==> config.mk <==
export PLATFORM = sky130hd
export DESIGN_NAME = dmx_timing
export DESIGN_NICKNAME = d
export VERILOG_FILES = /design/src/design/dmx_pkg.sv /design/src/design/dmx_timing.sv
export SDC_FILE = /design/constraint.sdc
export NUM_CORES = 1
export LEC_CHECK = 0
export ABC_AREA = 1
export BUFFER_PORTS_ARGS = -buffer_cell sky130_fd_sc_hd__buf_4
export CORE_UTILIZATION = 60
export CTS_BUF_LIST = sky130_fd_sc_hd__clkbuf_4 sky130_fd_sc_hd__clkbuf_8 sky130_fd_sc_hd__clkbuf_16
export DETAILED_ROUTE_END_ITERATION = 10
export HOLD_SLACK_MARGIN = 0.15
export PLACE_DENSITY = 0.83
export SYNTH_ARGS = -nofsm -noshare
export SYNTH_HDL_FRONTEND = slang
export SYNTH_SLANG_ARGS = --single-unit
==> constraint.sdc <==
create_clock -name clk -period 4.4 [get_ports clk]
set_clock_uncertainty 0.2 [all_clocks]
set_input_delay 0.22 -clock clk [delete_from_list [all_inputs] [get_ports clk]]
set_output_delay 0.22 -clock clk [all_outputs]
set_load 0.01 [all_outputs]
==> src/design/dmx_pkg.sv <==
// ----------------------------------------------------------------------------
// dmx_pkg
// Types and constants shared by the DMX512 frame transmitter modules.
// ----------------------------------------------------------------------------
package dmx_pkg;

  // Widest slot index: slots 0 .. 512 (start code plus 512 channels).
  localparam int SLOT_W = 10;
  localparam int CHAN_W = 10;
  localparam int BIT_W = 4;
  localparam int CFG_W = 16;
  localparam int BITS_PER_SLOT = 11;

  // Operation codes of an input word.
  localparam logic [1:0] OP_TICK  = 2'd0;
  localparam logic [1:0] OP_WRITE = 2'd1;
  localparam logic [1:0] OP_READ  = 2'd2;

  // Configuration register indexes.
  localparam logic [1:0] CFG_BREAK = 2'd0;
  localparam logic [1:0] CFG_MAB   = 2'd1;
  localparam logic [1:0] CFG_MBB   = 2'd2;
  localparam logic [1:0] CFG_BIT   = 2'd3;

  // Register reset values.
  localparam logic [15:0] BREAK_RST = 16'd176;
  localparam logic [15:0] MAB_RST   = 16'd12;
  localparam logic [15:0] MBB_RST   = 16'd20;
  localparam logic [7:0]  BIT_RST   = 8'd4;

  typedef enum logic [1:0] {
    PH_BREAK = 2'd0,
    PH_MAB   = 2'd1,
    PH_DATA  = 2'd2,
    PH_MBB   = 2'd3
  } phase_t;

  typedef struct packed {
    logic [1:0]        operation;
    logic [CHAN_W-1:0] channel;
    logic [7:0]        level;
  } dmx_in_t;

  typedef struct packed {
    logic       tx_level;
    logic [1:0] phase;
    logic [7:0] read_value;
    logic       accepted;
  } dmx_out_t;

  // Visible frame position after a step.
  typedef struct packed {
    phase_t            phase;
    logic [SLOT_W-1:0] slot;
    logic [BIT_W-1:0]  bit_idx;
  } frame_state_t;

  // Side information that travels with a word while its memory reads complete.
  typedef struct packed {
    phase_t           phase;
    logic [BIT_W-1:0] bit_idx;
    logic             slot_zero;
    logic             fwd_hit;
    logic [7:0]       fwd_level;
    logic             rd_sel;
    logic             ok;
  } s2_meta_t;

endpackage

==> src/design/dmx_timing.sv <==
// ----------------------------------------------------------------------------
// dmx_timing
// Configuration registers and the break / mark / slot / bit counters.
// ----------------------------------------------------------------------------
module dmx_timing import dmx_pkg::*; #(
  parameter int NUM_CHANNELS = 512
) (
  input  logic             clk,
  input  logic             rst_n,
  input  logic             cfg_we,
  input  logic [1:0]       cfg_index,
  input  logic [CFG_W-1:0] cfg_wdata,
  input  logic             tick_en,
  output frame_state_t     st_post
);

  logic [15:0] break_ticks_r;
  logic [15:0] mab_ticks_r;
  logic [15:0] mbb_ticks_r;
  logic [7:0]  bit_ticks_r;

  frame_state_t st_r;
  logic [15:0]  pc_r, pc_nxt;
  logic [7:0]   bc_r, bc_nxt;

  logic [15:0]       pc_inc;
  logic [7:0]        bc_inc;
  logic [7:0]        bit_len;
  logic [15:0]       len_sel;
  logic [15:0]       len1;
  logic [BIT_W-1:0]  bit_inc;
  logic [SLOT_W:0]   slot_inc;

  always_ff @(posedge clk) begin
    if (!rst_n) begin
      break_ticks_r <= BREAK_RST;
      mab_ticks_r   <= MAB_RST;
      mbb_ticks_r   <= MBB_RST;
      bit_ticks_r   <= BIT_RST;
    end else if (cfg_we) begin
      unique case (cfg_index)
        CFG_BREAK: break_ticks_r <= cfg_wdata;
        CFG_MAB:   mab_ticks_r   <= cfg_wdata;
        CFG_MBB:   mbb_ticks_r   <= cfg_wdata;
        CFG_BIT:   bit_ticks_r   <= cfg_wdata[7:0];
        default: ;
      endcase
    end
  end

  always_comb begin
    pc_inc   = pc_r + 16'd1;
    bc_inc   = bc_r + 8'd1;
    bit_len  = (bit_ticks_r == 8'd0) ? 8'd1 : bit_ticks_r;
    bit_inc  = st_r.bit_idx + BIT_W'(1);
    slot_inc = {1'b0, st_r.slot} + (SLOT_W+1)'(1);
    case (st_r.phase)
      PH_BREAK: len_sel = break_ticks_r;
      PH_MAB:   len_sel = mab_ticks_r;
      default:  len_sel = mbb_ticks_r;
    endcase
    len1 = (len_sel == 16'd0) ? 16'd1 : len_sel;

    st_post = st_r;
    pc_nxt  = pc_r;
    bc_nxt  = bc_r;
    if (tick_en) begin
      if (st_r.phase == PH_DATA) begin
        bc_nxt = bc_inc;
        if (bc_inc >= bit_len) begin
          bc_nxt = 8'd0;
          if (bit_inc >= BIT_W'(BITS_PER_SLOT)) begin
            st_post.bit_idx = '0;
            if (slot_inc > (SLOT_W+1)'(NUM_CHANNELS)) begin
              st_post.slot  = '0;
              st_post.phase = PH_MBB;
              pc_nxt        = 16'd0;
            end else begin
              st_post.slot = slot_inc[SLOT_W-1:0];
            end
          end else begin
            st_post.bit_idx = bit_inc;
          end
        end
      end else begin
        pc_nxt = pc_inc;
        // A counter that wraps past its top also ends the phase.
        if (pc_inc >= len1 || pc_inc == 16'd0) begin
          pc_nxt = 16'd0;
          unique case (st_r.phase)
            PH_BREAK: st_post.phase = PH_MAB;
            PH_MAB: begin
              st_post.phase   = PH_DATA;
              st_post.slot    = '0;
              st_post.bit_idx = '0;
              bc_nxt          = 8'd0;
            end
            default: st_post.phase = PH_BREAK;
          endcase
        end
      end
    end
  end

  always_ff @(posedge clk) begin
    if (!rst_n) begin
      st_r <= '{phase: PH_BREAK, slot: '0, bit_idx: '0};
      pc_r <= 16'd0;
      bc_r <= 8'd0;
    end else begin
      st_r <= st_post;
      pc_r <= pc_nxt;
      bc_r <= bc_nxt;
    end
  end

  // Outside the data phase the slot position is always parked at zero.
  a_parked: assert property (@(posedge clk) disable iff (!rst_n)
    st_r.phase != PH_DATA |-> (st_r.slot == '0 && st_r.bit_idx == '0))
    else $error("slot position not parked outside data phase");

endmodule

* After elaboration in Yosys (flattened, before gate mapping)
Index checks and enable logic that the tools add are counted.
W data, S select, Z words.
** Operators by class
- $add $sub $neg :: 4
- Magnitude comparators :: 4
- Equality and inequality tests :: 8
- Muxes and demuxes :: 22
- Reduce and logical (&&, ||, !) cells :: 14
** Operators by type and width (count)
- $mux W16 :: 10
- $mux W8 :: 5
- $logic_not A16 Y1 :: 2
- $pmux W16 S2 :: 1
- $add A16 B1 Y16 const B :: 1
- $ge A16 B16 Y1 :: 1
- $mux W14 :: 1
- $mux W12 :: 1
- $add A10 B1 Y11 const B :: 1
- $gt A11 B10 Y1 const B :: 1
- $mux W10 :: 1
- $add A8 B1 Y8 const B :: 1
- $ge A8 B8 Y1 :: 1
- $logic_not A8 Y1 :: 1
- $reduce_and A2 Y1 :: 4
- $eq A2 B2 Y1 const B :: 3
- $ne A2 B1 Y1 const B :: 3
- $add A4 B1 Y4 const B :: 1
- $eq A2 B1 Y1 const B :: 2
- $ge A4 B4 Y1 const B :: 1
- $logic_not A2 Y1 :: 2
- $mux W4 :: 1
- $pmux W2 S2 :: 1
- $reduce_and A4 Y1 :: 1
- 4 further kinds :: 5
** Word-level totals
- Bits in registers :: 96
- Bits of input ports :: 22
- Logic and storage cells :: 61

* Logic depth before layout (Yosys ltp)
Gate-level depths: netlist of the first run.
- Word-level depth :: 9
- Depth in mapped cells :: 27
- Mapped depth without buffers :: 25

* Worst setup path before layout of the first run
OpenSTA, ideal clock, no wires.
- Path kind :: reg-to-output
- From :: reg st_r[14] (netlist name)
- To :: out st_post[7] (netlist name)
- Data arrival time :: 3.257 ns
- Data required time :: 3.980 ns
- Slack :: 0.723 ns
- Stages on the path, launching flop included :: 26
- Path buffers :: 2
- Path through :: dfxtp_1 -> inv_1 -> ha_1 -> nor2_2 -> inv_1 -> buf_2 -> a31oi_1 -> nand4_1 -> or2_1 -> o31ai_1 -> ha_1 -> inv_1 -> a21oi_1 -> o21ai_0 -> nand2_1 -> nand2_1 -> nand2_1 -> nand2_1 -> nor2_1 -> nand2_2 -> nand2_2 -> buf_6 -> nand2_1 -> nand3_1 -> nand2_1 -> inv_1
** RTL lines
- from (decl) :: line dmx_timing.sv:22 : frame_state_t st_r;
- from (signal assigned) :: line dmx_timing.sv:107 : st_r <= '{phase: PH_BREAK, slot: '0, bit_idx: '0};
- from (signal assigned) :: line dmx_timing.sv:111 : st_r <= st_post;
- to (decl) :: line dmx_timing.sv:14 : output frame_state_t st_post

==> results.md, run 1 <==
* CP max-delay cell: dfxtp_2
* Die Wd at 101 um
* Synth Flop Type: dfxtp_1
* Layout cell share with drive strength beyond 1 at 0.112
* Worst hold stages at 2
* CP endpoint kind: output port
* Worst hold path type: reg -> reg
* Vias per inst at 5.41
* Final Routed Wirelength at 14.8 mm
* CP arrival at 3.89 ns
* Share of flip-flops with an asynchronous set or reset at 0
* Worst skew pair latency at 0.38 ns
* Clk slew on worst S/H paths at 0.12 ns
* Antenna violations before repair at 0
* FF-to-FF Start: st_r[15]$_SDFF_PN0_
* Starting Density at 0.628
* Status: completed
* RSZ-0062 raised after global routing: yes
* Critical Path Start: st_r[15]$_SDFF_PN0_
* Total gr overflow at 0
* HPWL after detailed placement at 9.59 mm
* Seq/Total Area, Yosys at 0.325
* Leakage at 0.00333 uW
* Setup Viol. Count Final at 0
* Gpl congestion at 0.910
* Max incr delay on CP at 0.38 ns
* Drt drc at 0
* Root Driver: clkbuf_8
* Pre-CTS setup slack at 0.216 ns
* Antenna diodes at 0
* Synth Cell Area at 0.00591 sq mm
* Yosys warnings at 0
* Wirelength per Cell at 13.3 um
* Distinct cells, synth at 39
* I/O pin cnt at 38
* Final ANT Viol Nets at 0
* Syn Nets at 977
* # nets final at 1033
* Worst Hold End: mbb_ticks_r[13]$_SDFFE_PN0P_
* Hold_ws at 0.258 ns
* Layout area overhead at 16.4%
* Worst Path Max Fanout at 8
* Top post-synthesis cells by area: dfxtp_1 (32%), nand2_1 (14%), nor2_1 (9.0%)
* Final Cycle Share at 0.979
* Fill cell count at 751
* Fin crit period at 4.31 ns
* Number of global-route vias before repair at 5490
* Largest net degree at the start of global routing at 67
* Core ar. at 0.00942 sq mm
* Hold Path Origin: mbb_ticks_r[13]$_SDFFE_PN0P_
* R2R depth at 24
* Max Freq at 0.232 GHz
* Final TNS setup at 0 ns
* GRT Total Usage at 0.298
* Fin. max-slew vios at 0
* Final worst slack at 0.0925 ns
* Power density cells at 304 mW/mm^2
* WP data required at 3.98 ns
* Relative slew slack at 0.265
* Number of flops mapped to enable cells by yosys at 0
* Die ar. at 0.0103 sq mm
* Worst R2R End: pc_r[1]$_SDFFE_PN0P_
* Crit path launch type: flop
* Clock Path Buffers at 2
* Worst-margin pin slew at 1.10 ns
* Area share of the largest cell type after synthesis at 0.325
* Synth Register Bits at 96
* WS Path Type: reg -> out
* CTS tree: built
* Total chip power at 2090 uW
* TritonCTS Sinks at 96
* Die Y at 101 um
* # rows at 35
* Depth of the CTS H-tree at 3
* Post-Syn Instances at 921
* Cts bufs inserted at 9
* Max cap viols at 0
* Flop-to-flop setup slack at 0.50 ns
* Iter 0 DRT Violations at 300
* Syn Area/Cell at 6.42 sq um
* Peak supply drop at 0.200 mV
* Critical path, cell by cell: inv_4 -> ha_4 -> nor2_4 -> clkinvlp_4 -> a31oi_1 -> nand4_1 -> or2_1 -> o31ai_2 -> ha_2 -> inv_1 -> a21oi_2 -> o21ai_1 -> nand2_1 -> nand2_1 -> nand2_1 -> nand2_1 -> nor2_4 -> nand2_4 -> nand2_8 -> nand2_1 -> nand3_1 -> nand2_1 -> inv_1 -> buf_4
* Area leader, netlist: dfxtp_1
* Hold violation total from the final report at 0
* CP most frequent cell: nand2_1
* # port buffers at 37
* Routed vias at 6013
* First-pass GRT wire length at 24.7 mm
* DRT Pass-1 Iters at 5
[synthesized netlist by cell type, types with 6 or more instances]
| library cell | count |
|---|---|
| xor2_1 | 12 |
| nand4_1 | 21 |
| nand3_1 | 53 |
| buf_2 | 6 |
| inv_1 | 113 |
| dfxtp_1 | 96 |
| o21ai_0 | 77 |
| a31oi_1 | 11 |
| nand2_1 | 225 |
| nand2_2 | 6 |
| a21oi_1 | 56 |
| ha_1 | 34 |
| clkbuf_1 | 23 |
| nor2_1 | 142 |
[how the worst max path moves through the flow]
stage,end
finish,st_post[6]
CTS,st_post[6]
global placement,st_post[6]
detailed placement,st_post[6]
floorplan,st_post[7]
global route,st_post[6]
[layout make-up]
cell class	instances	area, sq um	area share
multi-input cells	677	3500	0.509
flip-flops and latches	96	1930	0.280
repair buffers	76	633	0.0920
inverters	116	444	0.0645
well taps	129	161	0.0235
clock buffers	9	124	0.0180
clock inverters	7	83.8	0.0122
repair inverters	1	7.51	0.00109
[cells by family after synthesis]
logic type / after synthesis / synth area share
buffers and inverters: 149 / 0.0996
DFF: 96 / 0.325
and+or+nand+nor: 469 / 0.338
adders and majority gates: 34 / 0.0719
xor gates and xnor gates: 12 / 0.0178
AOI/OAI and AO/OA: 161 / 0.148
[what timing repair did]
item                                    in CTS  in global routing
setup buffers                                2                  6
gates cloned                                 1                  1
hold endpoints to repair                    72                  0
gates resized for setup                      6                 22
hold buffers                                22                  0
pin swaps                                    1                  7
endpoints found under the setup margin      16                 16
[per-stage QoR]
stage          cell area, sq um  instances  utilization
3_5_place_dp               6270       1063        0.666
5_1_grt                    6880       1111        0.731
3_3_place_gp               6270       1063        0.666
2_1_floorplan              5910        921            -
4_1_cts                    6740       1104        0.716
6_report                   6880       1111        0.731
[registers in the layout, summed over array words and instances, names as in the netlist]
name / flops
bit_ticks_r: 8
pc_r: 16
break_ticks_r: 16
bc_r: 8
st_r: 16
mbb_ticks_r: 16
mab_ticks_r: 16
[critical path: cells and delay by family (launching register included)]
kind                     cells  cell delay (ns)
AND/OR/NAND/NOR             13             1.42
AO/OA/AOI/OAI                4             0.81
flip-flops                   1             0.38
adder cells (fa/ha/maj)      2             0.37
buffers and inverters        5             0.52
[power breakdown]
group | internal (uW) | switching (uW) | leakage (uW)
combinational | 204 | 327 | 0.00244
clock | 229 | 381 | 0.000105
sequential | 916 | 35.6 | 0.000787
[layout by cell type (no fill, tap or decap), types with 2 or more instances in the layout]
master / instances
clkinv_4: 2
a31oi_1: 9
inv_4: 2
nand2_4: 2
nor3_1: 4
nand3_4: 3
o21bai_1: 2
a21oi_1: 55
ha_1: 31
buf_6: 2
inv_2: 3
clkinv_8: 2
clkbuf_8: 9
clkinvlp_4: 2
o21a_1: 2
nand3b_1: 2
ha_4: 2
a31oi_2: 2
nand3_1: 53
nor2_2: 3
o21ai_1: 2
o21ai_0: 76
dlygate4sd3_1: 22
o211ai_1: 4
buf_4: 52
inv_1: 110
nor2_1: 141
nand4_1: 21
dfxtp_1: 94
nand2_2: 4
nand2_1: 225
nor2_4: 3
inv_8: 3
nand3_2: 2
or2_2: 2
xor2_1: 12
[layer usage]
layer,up-vias,GRT usage,wire length (um)
li1,3074,-,-
met1,2711,0.395,6720
met2,201,0.503,6980
met3,27,0.0511,848
met4,0,0.0792,204
met5,-,0,0
(Power assumes the default switching activity.)
==> inputs of run 2 (changes only) <==
Settings changed: BUFFER_PORTS_ARGS -buffer_cell sky130_fd_sc_hd__buf_4 to default, DONT_BUFFER_PORTS from default to 1, PLACE_DENSITY 0.83 to 0.8.
==> run 2 against run 1 <==
  * Final area is 2.1% lower
  * Critical path type unchanged
  * Register-to-register slack gained 0.02 ns
  * Non-clock buffer count is 26 lower
  * Sequential power is essentially flat
  * Critical path depth up 2
  * Wire length up 6.0%
  * Via count up 0.73%
  * Fmax rose by 0.56%
  * Clock power rose by 0.7%
  * Cell count down 2.4%
==> results.md, run 2 (synthesized netlist as in run 1, its figures left out) <==
* CTS tree: built
* Max cap viols at 0
* WP data required at 3.98 ns
* Hold_ws at 0.209 ns
* CP most frequent cell: nand2_1
* Worst skew pair latency at 0.38 ns
* # port buffers at 0
* Total chip power at 2060 uW
* Final worst slack at 0.117 ns
* Final Cycle Share at 0.974
* # nets final at 1006
* CP arrival at 3.86 ns
* Pre-CTS setup slack at 0.0923 ns
* M3 GR Usage at 0.0469
* Die Wd at 101 um
* Worst-margin pin slew at 1.09 ns
* # rows at 35
* Power density cells at 306 mW/mm^2
* Die ar. at 0.0103 sq mm
* Fin crit period at 4.28 ns
* Layout area overhead at 14.0%
* Met1 Track Usage GR at 0.400
* Leakage at 0.00317 uW
* Die Y at 101 um
* GRT Total Usage at 0.312
* Depth of the CTS H-tree at 3
* Grt met2 use at 0.542
* Gpl congestion at 0.878
* Worst Path Max Fanout at 15
* Root Driver: clkbuf_8
* Antenna violations before repair at 0
* Number of global-route vias before repair at 5589
* Layout cell share with drive strength beyond 1 at 0.0743
* Fin. max-slew vios at 0
* Routed vias at 6057
* Relative slew slack at 0.273
* Worst hold path type: in -> reg
* Starting Density at 0.628
* Most frequent cells in the layout: nand2_1 (225), nor2_1 (141), inv_1 (109)
* CP endpoint kind: output port
* Commonest non-fill, non-tap cell in the layout: nand2_1
* Final ANT Viol Nets at 0
* Max incr delay on CP at 0.39 ns
* Fill cell count at 748
* Max Freq at 0.233 GHz
* Status: completed
* Cts bufs inserted at 9
* Busiest grt layer: met2
* Peak supply drop at 0.217 mV
* Iter 0 DRT Violations at 348
* TritonCTS Sinks at 96
* Core ar. at 0.00942 sq mm
* Total gr overflow at 0
* Final Routed Wirelength at 15.6 mm
* CP max-delay cell: dfxtp_4
* Vias per inst at 5.59
* Drt drc at 0
* DRT Pass-1 Iters at 5
* Clock Path Buffers at 2
* Setup Viol. Count Final at 0
* First-pass GRT wire length at 25.8 mm
* Clk slew on worst S/H paths at 0.12 ns
* Antenna diodes at 0
* I/O pin cnt at 38
* HPWL after detailed placement at 9.76 mm
* Largest net degree at the start of global routing at 66
* Hold violation total from the final report at 0
* Crit path launch type: flop
* Wirelength per Cell at 14.4 um
* WS Path Type: reg -> out
==> run 2: layout make-up <==
| type | count | area (sq um) | share of cell area |
|---|---|---|---|
| Multi-Input combinational cell | 676 | 3510 | 0.521 |
| Sequential cell | 96 | 1930 | 0.286 |
| Inverter | 116 | 439 | 0.0652 |
| Timing Repair inverter | 1 | 7.51 | 0.00111 |
| Clock buffer | 9 | 124 | 0.0184 |
| Tap cell | 129 | 161 | 0.0239 |
| Timing Repair Buffer | 50 | 485 | 0.0720 |
| Clock inverter | 7 | 86.3 | 0.0128 |
==> run 2: power breakdown <==
group | total, uW | switching (uW) | internal [uW]
registers | 952 | 36.0 | 916
clock network | 615 | 386 | 229
logic | 497 | 326 | 172
total | 2060 | 747 | 1320
==> run 2: timing repair <==
item,in CTS,in global routing
gates cloned,1,0
hold endpoints to repair,96,0
hold buffers,40,0
buffers inserted,2,3
endpoints found under the setup margin,16,16
resized for setup,5,23
pin swaps,0,3
==> run 2: final timing paths <==
check                                   start                            end  slack [ns]  depth (start not counted)
setup / recovery          st_r[14]$_SDFF_PN0_                     st_post[8]        0.12                         26
hold / removal                         cfg_we  break_ticks_r[9]$_SDFFE_PN0P_        0.21                          5
setup reg to reg          st_r[14]$_SDFF_PN0_           pc_r[5]$_SDFFE_PN0P_        0.52                         27
hold reg to reg   mbb_ticks_r[3]$_SDFFE_PN0P_    mbb_ticks_r[3]$_SDFFE_PN0P_        0.26                          2
==> run 2: critical path: cells and delay by family (launching register included) <==
family,cells,cell delay [ns]
flops,1,0.39
fa+ha+maj,2,0.40
buf+inv,6,0.66
compound gates,3,0.39
simple gates,15,1.64
==> run 2: layer usage <==
layer  wire length, um  part of all wire
met5                 0                 0
met4               268             0.017
met3              1090             0.069
met2              7530              0.48
met1              6750              0.43
==> run 2: stage by stage <==
| stage | TNS [ns] | instance area [sq um] | cells | utilization |
|---|---|---|---|---|
| finish | 0 | 6740 | 1084 | 0.716 |
| floorplan | 0 | 5910 | 921 | - |
| CTS | 0 | 6620 | 1081 | 0.703 |
| detailed placement | 0 | 5960 | 1022 | 0.633 |
| global route | -1.06 | 6740 | 1084 | 0.716 |
| global placement | 0 | 5960 | 1022 | 0.633 |
